[src/tci_pkg.sv]
// ----------------------------------------------------------------------------
// Thrust curve interpolator package
// Shared types, constants and controller codes.
// ----------------------------------------------------------------------------
package tci_pkg;

    localparam int MAX_ROWS = 64;
    localparam int IDX_W    = $clog2(MAX_ROWS);
    localparam int CNT_W    = $clog2(MAX_ROWS + 1);

    typedef enum logic [1:0] {
        CMD_CLEAR  = 2'd0,
        CMD_APPEND = 2'd1,
        CMD_QUERY  = 2'd2,
        CMD_NONE   = 2'd3
    } t_cmd;

    localparam logic [1:0] REGION_START = 2'd0;
    localparam logic [1:0] REGION_INTERP = 2'd1;
    localparam logic [1:0] REGION_END   = 2'd2;

    localparam logic [1:0] STATUS_OK    = 2'd0;
    localparam logic [1:0] STATUS_FULL  = 2'd1;
    localparam logic [1:0] STATUS_EMPTY = 2'd2;

    typedef struct packed {
        logic [1:0]  command;
        logic [31:0] sample_time;
        logic [31:0] thrust_in;
        logic [31:0] mass_in;
    } t_in_item;

    typedef struct packed {
        logic [31:0] thrust_out;
        logic [31:0] mass_out;
        logic [1:0]  region;
        logic [1:0]  status;
    } t_out_item;

    typedef enum logic [3:0] {
        ST_IDLE,
        ST_RD0,
        ST_CHK0,
        ST_RDSEG,
        ST_CHKSEG,
        ST_DIVT,
        ST_DIVM,
        ST_FINISH,
        ST_OUT
    } t_state;

    typedef struct packed {
        logic load;       // capture input item
        logic do_append;
        logic do_clear;
        logic rd_first;   // read row 0 and last row
        logic rd_seg;     // read rows idx-1, idx
        logic seg_next;   // advance segment index
        logic set_start;
        logic set_end;
        logic set_empty;
        logic set_full;
        logic div_start_t;
        logic div_start_m;
        logic set_interp;
    } t_ctl;

    typedef struct packed {
        t_cmd cmd;
        logic empty;
        logic full;
        logic le_first;
        logic ge_last;
        logic bracket;
        logic seg_last;
        logic div_busy;
    } t_sts;

endpackage

[src/tci_controller.sv]
// ----------------------------------------------------------------------------
// Thrust curve interpolator controller
// Sequences command decode, segment scan and the two divisions.
// ----------------------------------------------------------------------------
module tci_controller (
    input  logic           i_clk,
    input  logic           i_rst_n,
    input  logic           i_valid,
    output logic           o_stall,
    output logic           o_valid,
    input  logic           i_stall,
    input  tci_pkg::t_sts  i_sts,
    output tci_pkg::t_ctl  o_ctl
);
    import tci_pkg::*;

    t_state r_state, n_state;
    logic   r_div_m, n_div_m;

    always_comb begin
        n_state = r_state;
        n_div_m = r_div_m;
        unique case (r_state)
            ST_IDLE:   if (i_valid) n_state = ST_RD0;
            ST_RD0: begin
                unique case (i_sts.cmd)
                    CMD_QUERY: n_state = i_sts.empty ? ST_OUT : ST_CHK0;
                    default:   n_state = ST_OUT;
                endcase
            end
            ST_CHK0: begin
                if (i_sts.le_first || i_sts.ge_last) n_state = ST_OUT;
                else n_state = ST_CHKSEG;
            end
            ST_RDSEG:  n_state = ST_CHKSEG;
            ST_CHKSEG: begin
                if (i_sts.bracket) begin
                    n_state = ST_DIVT;
                    n_div_m = 1'b0;
                end else if (i_sts.seg_last) n_state = ST_OUT;
                else n_state = ST_RDSEG;
            end
            ST_DIVT:   n_state = ST_FINISH;
            ST_DIVM:   n_state = ST_FINISH;
            ST_FINISH: begin
                if (!i_sts.div_busy) begin
                    n_state = r_div_m ? ST_OUT : ST_DIVM;
                    n_div_m = 1'b1;
                end
            end
            ST_OUT:    if (!i_stall) n_state = ST_IDLE;
            default:   n_state = ST_IDLE;
        endcase
    end

    always_comb begin
        o_ctl = '0;
        unique case (r_state)
            ST_IDLE: o_ctl.load = i_valid;
            ST_RD0: begin
                o_ctl.rd_first = 1'b1;
                unique case (i_sts.cmd)
                    CMD_CLEAR:  o_ctl.do_clear = 1'b1;
                    CMD_APPEND: begin
                        o_ctl.do_append = !i_sts.full;
                        o_ctl.set_full  = i_sts.full;
                    end
                    CMD_QUERY:  o_ctl.set_empty = i_sts.empty;
                    default: ;
                endcase
            end
            ST_CHK0: begin
                o_ctl.set_start = i_sts.le_first;
                o_ctl.set_end   = !i_sts.le_first && i_sts.ge_last;
                o_ctl.rd_seg    = !i_sts.le_first && !i_sts.ge_last;
            end
            ST_RDSEG:  o_ctl.rd_seg = 1'b1;
            ST_CHKSEG: begin
                o_ctl.seg_next = !i_sts.bracket && !i_sts.seg_last;
                o_ctl.set_end  = !i_sts.bracket && i_sts.seg_last;
            end
            ST_DIVT:   o_ctl.div_start_t = 1'b1;
            ST_DIVM:   o_ctl.div_start_m = 1'b1;
            ST_FINISH: o_ctl.set_interp = !i_sts.div_busy;
            default: ;
        endcase
    end

    always_ff @(posedge i_clk) begin
        if (!i_rst_n) begin
            r_state <= ST_IDLE;
            r_div_m <= 1'b0;
        end else begin
            r_state <= n_state;
            r_div_m <= n_div_m;
        end
    end

    assign o_stall = (r_state != ST_IDLE);
    assign o_valid = (r_state == ST_OUT);
endmodule

[config.mk]
export PLATFORM = sky130hd
export DESIGN_NAME = tci_controller
export DESIGN_NICKNAME = d
export VERILOG_FILES = /design/src/tci_pkg.sv /design/src/tci_controller.sv
export SDC_FILE = /design/constraint.sdc
export NUM_CORES = 1
export LEC_CHECK = 0
export ABC_AREA = 1
export BUFFER_PORTS_ARGS = -buffer_cell sky130_fd_sc_hd__buf_2
export CORE_AREA = 2 2 39 41
export CTS_BUF_LIST = sky130_fd_sc_hd__clkbuf_8
export DETAILED_ROUTE_END_ITERATION = 12
export DIE_AREA = 0 0 41 43
export GPL_ROUTABILITY_DRIVEN = 0
export PLACE_DENSITY = 0.72
export SLEW_MARGIN = 10
export SYNTH_ARGS = -nofsm -noshare
export SYNTH_HDL_FRONTEND = slang
export SYNTH_SLANG_ARGS = --single-unit
[constraint.sdc]
create_clock -name i_clk -period 2.2 [get_ports i_clk]
set_clock_uncertainty 0.05 [all_clocks]
set_input_delay 0.22 -clock i_clk [delete_from_list [all_inputs] [get_ports i_clk]]
set_output_delay 0.22 -clock i_clk [all_outputs]
set_load 0.005 [all_outputs]
# Word level (Yosys, flattened, before mapping)
# Index checks and enable logic that the tools add are counted.
# word_totals
ff_bits	5
in_bits	13
out_inout_bits	15
word_cells	61
# op_classes
n_eq_ne	14
muxes	27
n_reduce_logical	18
# ops
cell	count
two-way mux 4 bit	9
case mux 4 bit (8 select lines)	1
equality test 4 x 3 -> 1 bit, second input constant	4
two-way mux 1 bit	12
equality test 4 x 2 -> 1 bit, second input constant	2
!= test 2 bit, second input constant	4
logical NOT 1 bit	6
case mux 1 bit (2 select lines)	3
AND reduction 3 bit	2
equality test 4 x 1 -> 1 bit, second input constant	1
equality test 4 bit, second input constant	1
logical AND 1 bit	4
logical NOT 4 bit	1
nonzero test 4 bit	1
two-way mux 3 bit	1
equality test 2 x 1 -> 1 bit, second input constant	1
equality test 2 bit, second input constant	1
logical NOT 2 bit	1
two-way mux 2 bit	1
nonzero test 2 bit	1
OR reduction 2 bit	1
logical OR 1 bit	1

# Depth between registers and ports, before layout
# Gate-level depths: netlist (run 1).
# logic_depth
word_depth	3
depth_mapped	8
ltp_nobuf	8

# Least setup slack after synthesis (run 1)
# No wires, ideal clock.
# synth_path
path_kind	reg2out
from	reg r_state[3]
to	out o_ctl[4] (netlist bit)
arrival_time_ns	0.900
t_required_ns	1.930
slack_ns	1.030
stages_incl_launch_ff	4
n_path_buf	0
cell_sequence	dfxtp_1 > nor2_2 > nand2_1 > nor4_1
# synth_lines
element	line	rtl
from (decl)	tci_controller.sv:17	t_state r_state, n_state;
from (signal assigned)	tci_controller.sv:94	r_state <= n_state;
to (decl)	tci_controller.sv:13	output tci_pkg::t_ctl o_ctl

==> metrics, run 1 <==
DRC errors left=0; die height=43 um; overall power=0.3832 mW; first-pass GRT wire length=2201 um; DP Area=between 600 and 700 um^2; maximum capacitance violations=0; commonest cells in the netlist=26 x nand2_1, 17 x inv_1, 17 x nor2_1; H-tree Lvls=1; n_diodes=0; global route total overflow=0; initial antenna violation count=0; CTS Sinks=5; IR drop worst, VDD=0.4130 mV; Antenna Violating Nets Remaining=0; EDFF count, synth=0; Avg Inst Size Synth=roughly 5.6 um^2; core box area=1384 um^2; num rows=14; Synth-to-Final Area Change=37.91%; Total Routing Usage GR=18.09%; via count=662; worst hold path type=in -> reg; nets@finish=140; Starting Density=38.16%; Synth warnings=0; Rel. slew slack=approximately four fifths; sum of negative setup slack=0 ps; total iterations of the first detailed-routing run=4; CP Launch Type=register; outcome=finished clean; crit-path max FO=5; post-synth top area cell=dfxtp_1; unrepaired setup endpoints after global routing=false; Die Wd=between 40 and 50 um; Power Density=526.3 nW/um^2; Hold Fails Final Rpt=0; FMAX=approximately 620 MHz; Static Leak=0.4445 nW; 1st-iter DRT viols=10; Routed WL=1353 um; Slew Limit Fails=0; Yosys reg bits=5; clock slew at reported path FFs=40 ps; Cell Count Post-Placement=between 100 and 150; WP data required=1930 ps; I/O Pins=28; signal arrival time at the worst endpoint=1340 ps; Post-Syn Instances=95; final setup vio count=0; Non-Filler Instances=142; vias in the first global route=592; R2R setup slack=roughly 900 ps; root buf cell=clkbuf_8; library cells used by synthesis=18; Final Critical Period=approximately 1600 ps; layout cells sized above 1=35.71%; CTS tree=done; DP HPWL=1127 um; synth top area cells=dfxtp_1 19%, nand2_1 18%, inv_1 12%; maximum root-to-sink buffer count=2; WL/cell=about 9.5 um; ys flop type=dfxtp_1; Tcrit/Tclk final=between 70% and 80%; asr flop ratio synth=0%; Synthesized Nets=108; register area share after synthesis=between 10% and 20%; WS Path Type=reg -> out; Worst setup EP type=output pin; IO Port Bufs=27; CTS Buf Count=3; Clock Latency Late Sink=~220 ps; Post-Syn Area=528.0 um^2; Slew @ Worst Pin=between 200 and 300 ps; largest net degree at the start of global routing=8; design area=728.2 um^2; die area=1763 um^2; most frequent cell after synthesis=nand2_1; setup repair bufs after CTS=0; CTS resizes=0; Post-CTS Hold Buffers=0; top-area cell type share of the netlist area=a little under a fifth; Via density=4.662
==> registers in the layout (all words and copies together) (netlist names) <==
name,count
r_div_m,1
r_state,4
==> area by class of cell <==
cell class	count	area [um^2]
Inverter	19	71.32
Sequential cell	5	100.1
Clock buffer	3	41.29
Multi-Input combinational cell	71	356.6
Fill cell	144	655.6
Tap cell	16	20.02
Clock inverter	1	3.754
Timing Repair Buffer	27	135.1
==> power by group <==
group	leakage [nW]	switching (mW)	total [mW]	internal, mW
combinational	0.377	0.0655	0.106	0.0405
clock	0.0269	0.0492	0.169	0.120
sequential	0.0406	0.0113	0.108	0.0968
total	0.444	0.126	0.383	0.257
==> final timing paths <==
| kind | endpoint | depth (start not counted) | startpoint |
|---|---|---|---|
| setup / recovery | o_ctl[4] | 4 | r_state[3] |
| hold / removal | r_state[1] | 3 | i_rst_n |
| setup reg to reg | r_state[2] | 7 | r_state[0] |
| hold reg to reg | r_div_m | 2 | r_div_m |
==> metrics by stage <==
stage	setup slack [ps]	utilization (%)	hold slack (ps)
global route	456.1	52.62	262.7
CTS	558.2	52.62	237.0
floorplan	1030	-	358.5
detailed placement	803.2	49.37	429.5
global placement	887.6	49.37	431.3
finish	594.5	52.62	243.7
==> layout by cell type, fill, tap and decap left out, drive strengths merged <==
cell type  netlist  final
nor4             2      2
clkbuf           0      3
nand2           29     29
a21oi            4      4
dfxtp            5      5
inv             19     20
nor3             3      3
nor2            25     25
buf              0     27
o21ai            2      2
a211oi           1      1
nand3            5      5
==> kinds of logic (layout without fill, tap and decap cells) <==
group                  count (synthesis)  in the layout  share of synthesized area [%]
AOI/OAI and AO/OA                      7              7                          8.530
DFF                                    5              5                          18.96
and+or+nand+nor                       64             64                          59.00
buffers and inverters                 19             50                          13.51
==> metal layers <==
| layer | vias to the layer above | part of all wire (%) | global-route usage (%) |
|---|---|---|---|
| met5 | - | 0 | 0 |
| met4 | 0 | 1.4 | 6.000 |
| met3 | 2 | 6.5 | 4.712 |
| met2 | 24 | 50 | 30.63 |
| met1 | 286 | 42 | 20.65 |
| li1 | 350 | - | - |
==> worst max-delay path, cell delays in order, from the launching register on <==
cell     delay [ps]
dfxtp_1         370
nor2_2          250
nand2_1         150
nor4_1          180
buf_2           160
Power figures use the tool's default switching activity.
==> inputs of run 2 (changes only) <==
- ABC_AREA: 1 -> 0
- PLACE_DENSITY: 0.72 -> 0.71
- clock period: 2.2 -> 1.4 ns (I/O delays scaled with it)
==> run 2 against run 1 <==
Compared with the run above: the run now ends with setup timing left; sequential power increased by 42%; first-iteration DRC count increased by 30%; critical path type unchanged; sequential share of layout area decreased by 1.9 points; largest power group unchanged; clock power increased by 51%; core utilization increased by 12 points; routed wire length increased by 31%; largest cell class unchanged; critical endpoint is now o_ctl[5].
==> metrics, run 2 <==
overall power=0.6160 mW; unrepaired setup endpoints after global routing=true; via count=691; 1st-iter DRT viols=13; max reg flops=4; Cell Count Post-Placement=between 100 and 150; Power Internal=approximately 0.43 mW; nets@finish=123; Static Leak=0.4644 nW; Slew Limit Fails=0; first-pass GRT wire length=2001 um; Post-Syn Instances=70; Seq. cell area=approximately 110 um^2; GR peak layer=met2; DP Area=645.6 um^2; clock power share=41.4%; die area=around 1800 um^2; asr flop ratio synth=0%; EDFF count, synth=0; final worst setup slack=-253.6 ps; routing usage on met3=6.283%; CP max-delay cell=or4b_1; CP Launch Type=register; Post-CTS Hold Buffers=0; clock slew at reported path FFs=40 ps; top-area cell type share of the netlist area=about a fifth; Total Routing Usage GR=16.18%; largest net degree at the start of global routing=13; CTS tree=done; H-tree Lvls=1; design area=898.4 um^2; total iterations of the first detailed-routing run=4; layout cells sized above 1=60.55%; FMAX=roughly 600 MHz; num rows=14; sw frac=29.55%; Die Wd=about 41 um; ys flop type=dfxtp_1; Tcrit/Tclk final=118.1%; WP data required=1210 ps; outcome=complete, but fails checks; area occupied by multi-input gates=444.2 um^2; M1 GR Usage=20.65%; Rel. slew slack=roughly three quarters; n_diodes=0; I/O Pins=28; vias in the first global route=511; maximum root-to-sink buffer count=2; Antenna Violating Nets Remaining=0; commonest cells in the netlist=10 x nor2_1, 5 x dfxtp_1, 5 x nor3_1; Post-Syn Area=480.5 um^2; Routed WL=1773 um; Final Critical Period=1654 ps; synth top area cells=dfxtp_1 21%, nor2_1 7.8%, nand2b_1 5.2%; Clock Latency Late Sink=220 ps; worst hold path type=in -> reg; Starting Density=34.72%; most frequent cells in the layout=26 x buf_2, 8 x buf_4, 5 x inv_1, 4 x nand2_1, 4 x nor2_1; combinational power share=33.8%; Fill cells=114; register area share after synthesis=20.83%; WS Path Type=reg -> out; IR drop worst, VDD=0.9670 mV; global route total overflow=0; critical path, cell by cell=or4b_1, nor2_2, a41o_1, buf_2; Synth-to-Final Area Change=86.98%; sequential power share=24.9%; R2R setup slack=-160 ps; biggest regs=r_state (4), r_div_m (1); CTS Buf Count=3; CTS Sinks=5; Via density=between 5 and 6; initial antenna violation count=0; Non-Filler Instances=125; final setup vio count=11; Worst setup EP type=output pin; DRC errors left=0; crit-path leading delay family=simple AND/OR/NAND/NOR gates; DP HPWL=approximately 980 um; Yosys reg bits=5; Power Density=685.7 nW/um^2; WL/cell=14.18 um; Buffers & Inverters on Critical Path=1; Psw=0.1820 mW; maximum capacitance violations=0; GR Util met2=25.62%; Max stage delay on crit path=570 ps; sum of negative setup slack=-2039 ps; Avg Inst Size Synth=6.864 um^2; library cells used by synthesis=31; post-synth top area cell=dfxtp_1; commonest non-fill, non-tap cell in the layout=buf_2; root buf cell=clkbuf_8; Biggest register=r_state; Slew @ Worst Pin=391.9 ps; die height=between 40 and 50 um; failing checks=setup timing; Synth warnings=0; IO Port Bufs=27; Synthesized Nets=83; most frequent cell after synthesis=nor2_1; core box area=about 1400 um^2; crit-path max FO=3; signal arrival time at the worst endpoint=1460 ps; Hold Fails Final Rpt=0
## run 2: cell count changes after synthesis, sizes merged, moves of 3 or more
| cell | previous run | this run |
|---|---|---|
| and3 | 0 | 3 |
| nor3 | 3 | 6 |
| inv | 19 | 5 |
| nand2b | 0 | 4 |
| nor2b | 0 | 4 |
| nor2 | 25 | 10 |
| buf | 0 | 4 |
| nand2 | 29 | 4 |
## run 2: final cells by class
type | count | share of cell area [%]
multi-input combinational | 56 | 49.44
timing repair buffer | 39 | 29.39
sequential | 5 | 11.84
clock buffer | 3 | 4.596
tap | 16 | 2.228
inverter | 5 | 2.089
clock inverter | 1 | 0.4178
## run 2: path summary, 6_finish.rpt
check | start | endpoint | cells after the start
setup / recovery | r_state[3] | o_ctl[5] | 4
hold / removal | i_stall | r_state[3] | 3
setup reg to reg | r_state[3] | r_state[3] | 6
hold reg to reg | r_div_m | r_div_m | 1
## run 2: timing repair
action,CTS,global route
endpoints found under the setup margin,13,19
pin swaps,5,4
gates resized for setup,11,23
setup buffers,2,5
gates cloned,0,1
## run 2: metrics by stage
stage	hold WS (ps)	setup WS [ps]	util, %
floorplan	222.6	72.33	-
global placement	348.9	-26.73	46.65
detailed placement	346.2	-46.51	46.65
finish	123.1	-253.6	64.92
global route	120.3	-327.5	64.92
CTS	120.8	-252.9	53.89
## run 2: worst min-delay path, cell delays in order
cell and delay [ps]:
buf_2 80, nand3_1 50, o21ai_1 80
## run 2: layer usage
layer | routed length, um | share of wire, %
met3 | 169 | 9.5
met5 | 0 | 0
met4 | 38 | 2.1
met1 | 663 | 37
met2 | 902 | 51
## run 2: kinds of logic (layout without fill, tap and decap cells)
logic type | Yosys count | count (layout) | synth area share (%)
buffers and inverters | 9 | 48 | 8.071
AO/OA/AOI/OAI | 14 | 14 | 21.88
AND/OR/NAND/NOR | 42 | 42 | 49.22
flip-flops | 5 | 5 | 20.83
## run 2: power by group through the flow
| stage | sequential [mW] | combinational, mW | clock [mW] |
|---|---|---|---|
| global placement | 0.155 | 0.142 | 0 |
| global route | 0.154 | 0.225 | 0.275 |
| finish | 0.153 | 0.208 | 0.255 |
| floorplan | 0.155 | 0.0845 | 0 |
| detailed placement | 0.155 | 0.143 | 0 |
| CTS | 0.154 | 0.162 | 0.262 |
==> inputs of run 3 (changes only) <==
- REMOVE_ABC_BUFFERS: not set -> 1
==> run 3 against run 2 <==
Compared with the run above: the run still ends with setup timing left; worst hold slack got worse by 3.7 ps; global-route usage grew 0.40 points; critical endpoint is now o_ctl[3]; register-to-register slack better by 20 ps.
==> metrics, run 3 (synthesized netlist as in run 2, its figures left out) <==
DP Area=645.6 um^2; Rel. slew slack=82.40%; reg2reg path depth=5; WL/cell=12.31 um; CTS Sinks=5; failing checks=setup timing; Hold Fails Final Rpt=0; 1st-iter DRT viols=12; overall power=0.6103 mW; layout cells sized above 1=57.14%; Psw=between 0.15 and 0.2 mW; WP data required=1210 ps; sequential power share=between 20% and 30%; crit-path leading delay family=simple AND/OR/NAND/NOR gates; via count=about 670; Biggest register=r_state; final worst setup slack=-257.4 ps; final hold slack=119.4 ps; Final Critical Period=1657 ps; combinational power share=around 33%; nets@finish=119; biggest regs=r_state (4), r_div_m (1); Slew @ Worst Pin=between 200 and 300 ps; maximum capacitance violations=0; Synth-to-Final Area Change=73.44%; worst slack, placed=-51.75 ps; CP Launch Type=register; die height=~43 um; die area=roughly 1800 um^2; max reg flops=4; Fill cells=135; design area=about 830 um^2; CTS tree=done; global route total overflow=0; vias in the first global route=501; Levels on crit path=4; core box area=1384 um^2; Via density=between 5 and 6; Starting Density=34.72%; Cell Count Post-Placement=about 110; worst hold path type=in -> reg; largest net degree at the start of global routing=13; sum of negative setup slack=-1885 ps; H-tree Lvls=1; IR drop worst, VDD=0.8098 mV; total iterations of the first detailed-routing run=4; FMAX=603.3 MHz; I/O Pins=28; unrepaired setup endpoints after global routing=true; Slew Limit Fails=0; crit-path max FO=4; commonest non-fill, non-tap cell in the layout=buf_2; root buf cell=clkbuf_8; maximum root-to-sink buffer count=2; Static Leak=0.4374 nW; Non-Filler Instances=121; signal arrival time at the worst endpoint=about 1500 ps; CTS Buf Count=3; CP max-delay cell=or4b_4; Routed WL=1489 um; sw frac=28.62%; Power Density=732.4 nW/um^2; clock power share=between 40 and 50%; Tcrit/Tclk final=118.4%; Core Util, Final=60.22%; Antenna Violating Nets Remaining=0; Power Internal=0.4356 mW; final setup vio count=11; first-pass GRT wire length=2049 um; worst hold stages=3; Max stage delay on crit path=530 ps; DRC errors left=0; outcome=complete, but fails checks; Buffers & Inverters on Critical Path=1; num rows=14; critical path, cell by cell=or4b_4, nor2_4, and3_1, buf_2; Worst setup EP type=output pin; DP HPWL=1036 um; Die Wd=41 um; most frequent cells in the layout=28 x buf_2, 5 x nor2_1, 5 x inv_1, 5 x buf_4, 4 x nand2_1; n_diodes=0; initial antenna violation count=0; IO Port Bufs=27; Clock Latency Late Sink=220 ps; WS Path Type=reg -> out; clock slew at reported path FFs=approximately 30 ps; Total Routing Usage GR=16.58%
run 3: tightest hold or removal path, cell delays in order:
cell	delay (ps)
buf_2	80
nand3_1	60
o21ai_1	70
run 3: worst paths after layout:
kind | startpoint | end | slack, ps
max | r_state[0] | o_ctl[3] | -260
min | i_stall | r_state[3] | 120
max reg2reg | r_state[0] | r_state[1] | -140
min reg2reg | r_div_m | r_div_m | 450
run 3: layout make-up:
type	instances	area (um^2)	share of cell area (%)
Inverter	5	18.77	2.252
Clock buffer	3	41.29	4.955
Sequential cell	5	102.6	12.31
Multi-Input combinational cell	56	446.7	53.60
Clock inverter	1	3.754	0.4505
Timing Repair Buffer	35	200.2	24.02
Tap cell	16	20.02	2.402
run 3: metal layers:
layer  global-route usage [%]  wire (um)
met1                    20.32        600
met2                    27.19        778
met3                    6.283         89
met4                    2.000         21
met5                        0          0
run 3: power groups by stage:
stage,logic [mW],clock network [mW],registers [mW]
6_report,0.201,0.253,0.156
5_1_grt,0.222,0.272,0.156
4_1_cts,0.164,0.261,0.155
3_5_place_dp,0.144,0,0.156
3_3_place_gp,0.142,0,0.155
2_1_floorplan,0.0695,0,0.166
run 3: repair_timing:
| item | in CTS | in global routing |
|---|---|---|
| resized for setup | 14 | 15 |
| hold buffers | 0 | 0 |
| buffers inserted | 1 | 2 |
| gates cloned | 0 | 1 |
| endpoints found under the hold margin | 0 | 0 |
| endpoints found under the setup margin | 12 | 17 |
| pin swaps | 3 | 2 |
